`src/hw/rtl/swm_pkg.sv`:
```
// package with shared widths and constants of the moving average block
`timescale 1ns / 1ps
package swm_pkg;
    localparam int WINDOW_MAX_DEF    = 1024;
    localparam int SAMPLE_WIDTH_DEF  = 32;
    localparam int FRACTION_BITS_DEF = 16;
    localparam int SUM_W             = 42;
    localparam int MEAN_W            = 26;
    localparam int HELD_W            = 11;
    localparam int SCALE             = 1000;
    localparam int SCALE_W           = 10;
endpackage

```
`src/hw/rtl/swm_div.sv`:
```
// restoring divider for magnitude of scaled sum over held count, sign applied at end
`timescale 1ns / 1ps
module swm_div #(
    parameter int NUM_W = 52,
    parameter int DEN_W = 11
) (
    input  logic                     clk,
    input  logic                     rst_n,
    input  logic                     start,
    input  logic [NUM_W-1:0]         num,
    input  logic [DEN_W-1:0]         den,
    input  logic                     neg,
    output logic                     done,
    output logic signed [swm_pkg::MEAN_W-1:0] quot
);
    import swm_pkg::*;
    localparam int CNT_W = $clog2(NUM_W + 1);

    logic [NUM_W-1:0] q_reg, q_next;
    logic [DEN_W:0]   r_reg, r_next;
    logic [DEN_W-1:0] d_reg;
    logic             neg_reg;
    logic [CNT_W-1:0] cnt_reg, cnt_next;
    logic             busy_reg, busy_next;
    logic [DEN_W:0]   trial;
    logic [DEN_W:0]   diff;

    always_comb
    begin
        q_next    = q_reg;
        r_next    = r_reg;
        cnt_next  = cnt_reg;
        busy_next = busy_reg;
        trial     = {r_reg[DEN_W-1:0], q_reg[NUM_W-1]};
        diff      = trial - {1'b0, d_reg};
        if (start)
        begin
            q_next    = num;
            r_next    = '0;
            cnt_next  = CNT_W'(NUM_W);
            busy_next = 1'b1;
        end
        else if (busy_reg)
        begin
            if (trial >= {1'b0, d_reg})
            begin
                r_next = diff;
                q_next = {q_reg[NUM_W-2:0], 1'b1};
            end
            else
            begin
                r_next = trial;
                q_next = {q_reg[NUM_W-2:0], 1'b0};
            end
            cnt_next = cnt_reg - 1'b1;
            if (cnt_reg == CNT_W'(1))
            begin
                busy_next = 1'b0;
            end
        end
    end

    always_ff @(posedge clk or negedge rst_n)
    begin
        if (!rst_n)
        begin
            busy_reg <= 1'b0;
            cnt_reg  <= '0;
            done     <= 1'b0;
        end
        else
        begin
            busy_reg <= busy_next;
            cnt_reg  <= cnt_next;
            done     <= busy_reg && !busy_next;
        end
    end

    always_ff @(posedge clk)
    begin
        q_reg <= q_next;
        r_reg <= r_next;
        if (start)
        begin
            d_reg   <= den;
            neg_reg <= neg;
        end
    end

    assign quot = neg_reg ? MEAN_W'(-q_reg[MEAN_W-1:0]) : q_reg[MEAN_W-1:0];
endmodule

```
`config.mk`:
```
export PLATFORM = sky130hd
export DESIGN_NAME = swm_div
export DESIGN_NICKNAME = d
export VERILOG_FILES = /design/src/hw/rtl/swm_pkg.sv /design/src/hw/rtl/swm_div.sv
export SDC_FILE = /design/constraint.sdc
export NUM_CORES = 1
export LEC_CHECK = 0
export BUFFER_PORTS_ARGS = -buffer_cell sky130_fd_sc_hd__buf_2
export CORE_AREA = 2 2 138 140
export DETAILED_ROUTE_END_ITERATION = 7
export DIE_AREA = 0 0 140 142
export SLEW_MARGIN = 20
export SYNTH_ARGS = -nofsm -noshare
export SYNTH_HDL_FRONTEND = slang
export SYNTH_SLANG_ARGS = --single-unit
```
`constraint.sdc`:
```
create_clock -name clk -period 6.1 [get_ports clk]
set_clock_uncertainty 0.2 [all_clocks]
set_input_delay 0.305 -clock clk [delete_from_list [all_inputs] [get_ports clk]]
set_output_delay 0.305 -clock clk [all_outputs]
set_load 0.03 [all_outputs]
```
==> run summary <==
CTS Buffer Depth = 2
Worst Path Required = 5590 ps
total track usage = 10.00%
GP Congestion = 0.7919
setup TNS = 0 ps
commonest non-fill, non-tap cell in the layout = buf_2
Fillers = 1884
number of cells produced by synthesis = 384
DRC = 7
# port buffers = 93
Tmin final = 3199 ps
max_slew headroom = 31.68%
number of synthesized flops with an enable pin = 64
I/O pin cnt = 94
vias per cell = 4.526
cell taking the most area after synthesis = edfxtp_1
Clock Latency Late Sink = 340 ps
synth-to-layout area growth = 24.44%
Die X = 140 um
die area = 19880 sq um
Post-Place Worst Slack = 2960 ps
pin count of the biggest net entering global routing = 85
post-synth net total = 466
power density cells = 266.2 nW/um^2
r2r setup slk = 2950 ps
Detailed Routing Iterations Pass 1 = 6
R2R cell count = 9
Worst Hold Class = in2reg
via count = 3277
H-tree level count = 3
die height = 142 um
post-synthesis cell type count = 57
DPL Wire Length = 7.079 mm
compound-cell area share of the yosys netlist = 9.917%
nets@finish = 567
layout cells sized above 1 = 35.51%
Worst Setup SP = q_reg[8]
# diodes = 0
xor and xnor fraction of the mapped netlist area = 6.556%
Synth Area in Adders = 4.298%
main combinational cell family by area after synthesis = multiplexers
Final Hold Fails = 0
register area share after synthesis = 51.57%
Synth Area in Simple Gates = 11.16%
CTS sink cnt = 83
worst reg2reg startpoint = q_reg[51]
Async SR Flop Fraction = 9.639%
endpoint type of the worst setup path = primary output
Max Slew Vio Count = 0
CTS tree = yes
GRT Residual Overflow = 0
RSZ-0062 raised after global routing = no
most frequent cells in the layout = buf_2, edfxtp_1, mux2_2
Yosys top cell area share = 42.31%
routed length per instance = 13.92 um
Num CTS Buffers = 9
f_max = 312.6 MHz
Critical Path End = quot[19]
Worst-Margin Slew = 1025 ps
FP Rows = 50
CP startpoint kind = register
max cap viols = 0
worst setup path category = reg2out
crit path max fanout = 5
r2r endpoint = r_reg[0]
first-pass GRT wire length = 15.81 mm
vias in the first global route = 3143
core footprint = 18460 sq um
Synth Register Bits = 83
max reg flops = 52
status = finished with violations
Initial Util = 24.61%
largest cells by area after synthesis = edfxtp_1, mux2_2, dfxtp_1, xnor2_1, dfrtp_1
initial antenna violation count = 0
initial DRC count = 225
Root Driver = clkbuf_16
Clk pin slew, worst setup/hold paths = 60 ps
post-route ant nets = 0
Syn. warnings = 0
Post-Syn Area = 4542 sq um
crit path DAT = 2690 ps
failing checks = DRC
fin worst setup slack = 2901 ps
static leakage power = 2.244 nW
syn_area_per_cell = 11.83 sq um
Final setup violation count = 0
Top FF cell, synth = edfxtp_1
VDD IR max = 0.0001256 V
Final Cycle Share = 52.45%
mux cell area share after synthesis = 13.33%
Routed WL = 10.08 mm
==> timing repair <==
item,4_1_cts,5_1_grt
gates resized for setup,0,0
setup buffers,0,0
hold buffers,13,0
endpoints found under the hold margin,20,0
==> cells in the mapped netlist, types with 2 or more instances <==
master and instances:
a311oi_1 2, xnor2_1 24, o21ai_1 2, o21bai_1 2, nand2_1 29, or3_4 3, a21oi_1 7, or3_1 5
clkbuf_1 12, nor2b_1 3, a211oi_1 5, dfrtp_1 8, nor4_1 2, inv_1 20, xor2_1 10, nor2_1 21
or2_2 2, ha_1 14, dfxtp_1 11, buf_1 3, and3_1 2, nand3_1 6, nor3_1 7, edfxtp_1 64
a21boi_0 2, nor3b_1 3, o31ai_1 7, o21ai_0 15, a31oi_1 3, nand2b_1 5, a21o_1 2, mux2i_1 2
o21a_1 3, mux2_2 52, o211ai_1 3, o41ai_1 2
==> per-stage QoR <==
step | power (mW) | hold WS (ps) | area (sq um) | utilization (%) | instances
after global placement | 0.9918 | -44.62 | 5241 | 28.40 | 695
after floorplan | 0.9089 | -190.6 | 4542 | - | 384
after global routing | 1.582 | 50.89 | 5652 | 30.62 | 724
after CTS | 1.535 | 41.38 | 5652 | 30.62 | 724
final | 1.505 | 61.33 | 5652 | 30.62 | 724
after detailed placement | 0.9994 | -46.01 | 5244 | 28.41 | 695
==> critical path, stage by stage (launching register included) <==
cell and delay [ps]:
edfxtp_1 440, or3_1 430, nor3_2 130, nand2_1 110, or3_4 450, o41ai_1 380
xnor2_1 180, buf_2 230
==> cells by family after synthesis <==
| group | after synthesis |
|---|---|
| adders and majority gates | 15 |
| muxes | 54 |
| buffers and inverters | 37 |
| AOI/OAI and AO/OA | 64 |
| DFF | 83 |
| xor gates and xnor gates | 34 |
| and+or+nand+nor | 97 |
==> power breakdown <==
group	leakage, nW	switching, mW	internal [mW]
combinational	1.26	0.162	0.126
sequential	0.850	0.0387	0.665
clock	0.131	0.234	0.279
==> routing by layer <==
| metal | track usage, % | wire (um) |
|---|---|---|
| met5 | 0 | 0 |
| met2 | 16.93 | 4908 |
| met3 | 3.062 | 483 |
| met1 | 12.39 | 4573 |
| met4 | 2.871 | 116 |
==> layout make-up <==
class	instances	area, sq um	area share, %
Timing Repair Buffer	107	605.6	10.72
Multi-Input combinational cell	264	2056	36.37
Sequential cell	83	2342	41.44
Inverter	20	77.57	1.373
Clock inverter	7	52.55	0.9298
Clock buffer	9	225.2	3.985
Tap cell	234	292.8	5.180
==> worst min path at each step <==
stage | startpoint | to | slack [ps] | cells after the start
after floorplan | rst_n | busy_reg | -190 | 0
final | num[2] | q_reg[2] | 60 | 3
after CTS | num[2] | q_reg[2] | 40 | 3
after global placement | rst_n | cnt_reg[2] | -40 | 1
after detailed placement | rst_n | cnt_reg[1] | -50 | 1
after global routing | num[16] | q_reg[16] | 50 | 2
Note: power is estimated with default switching activity, not from simulation.
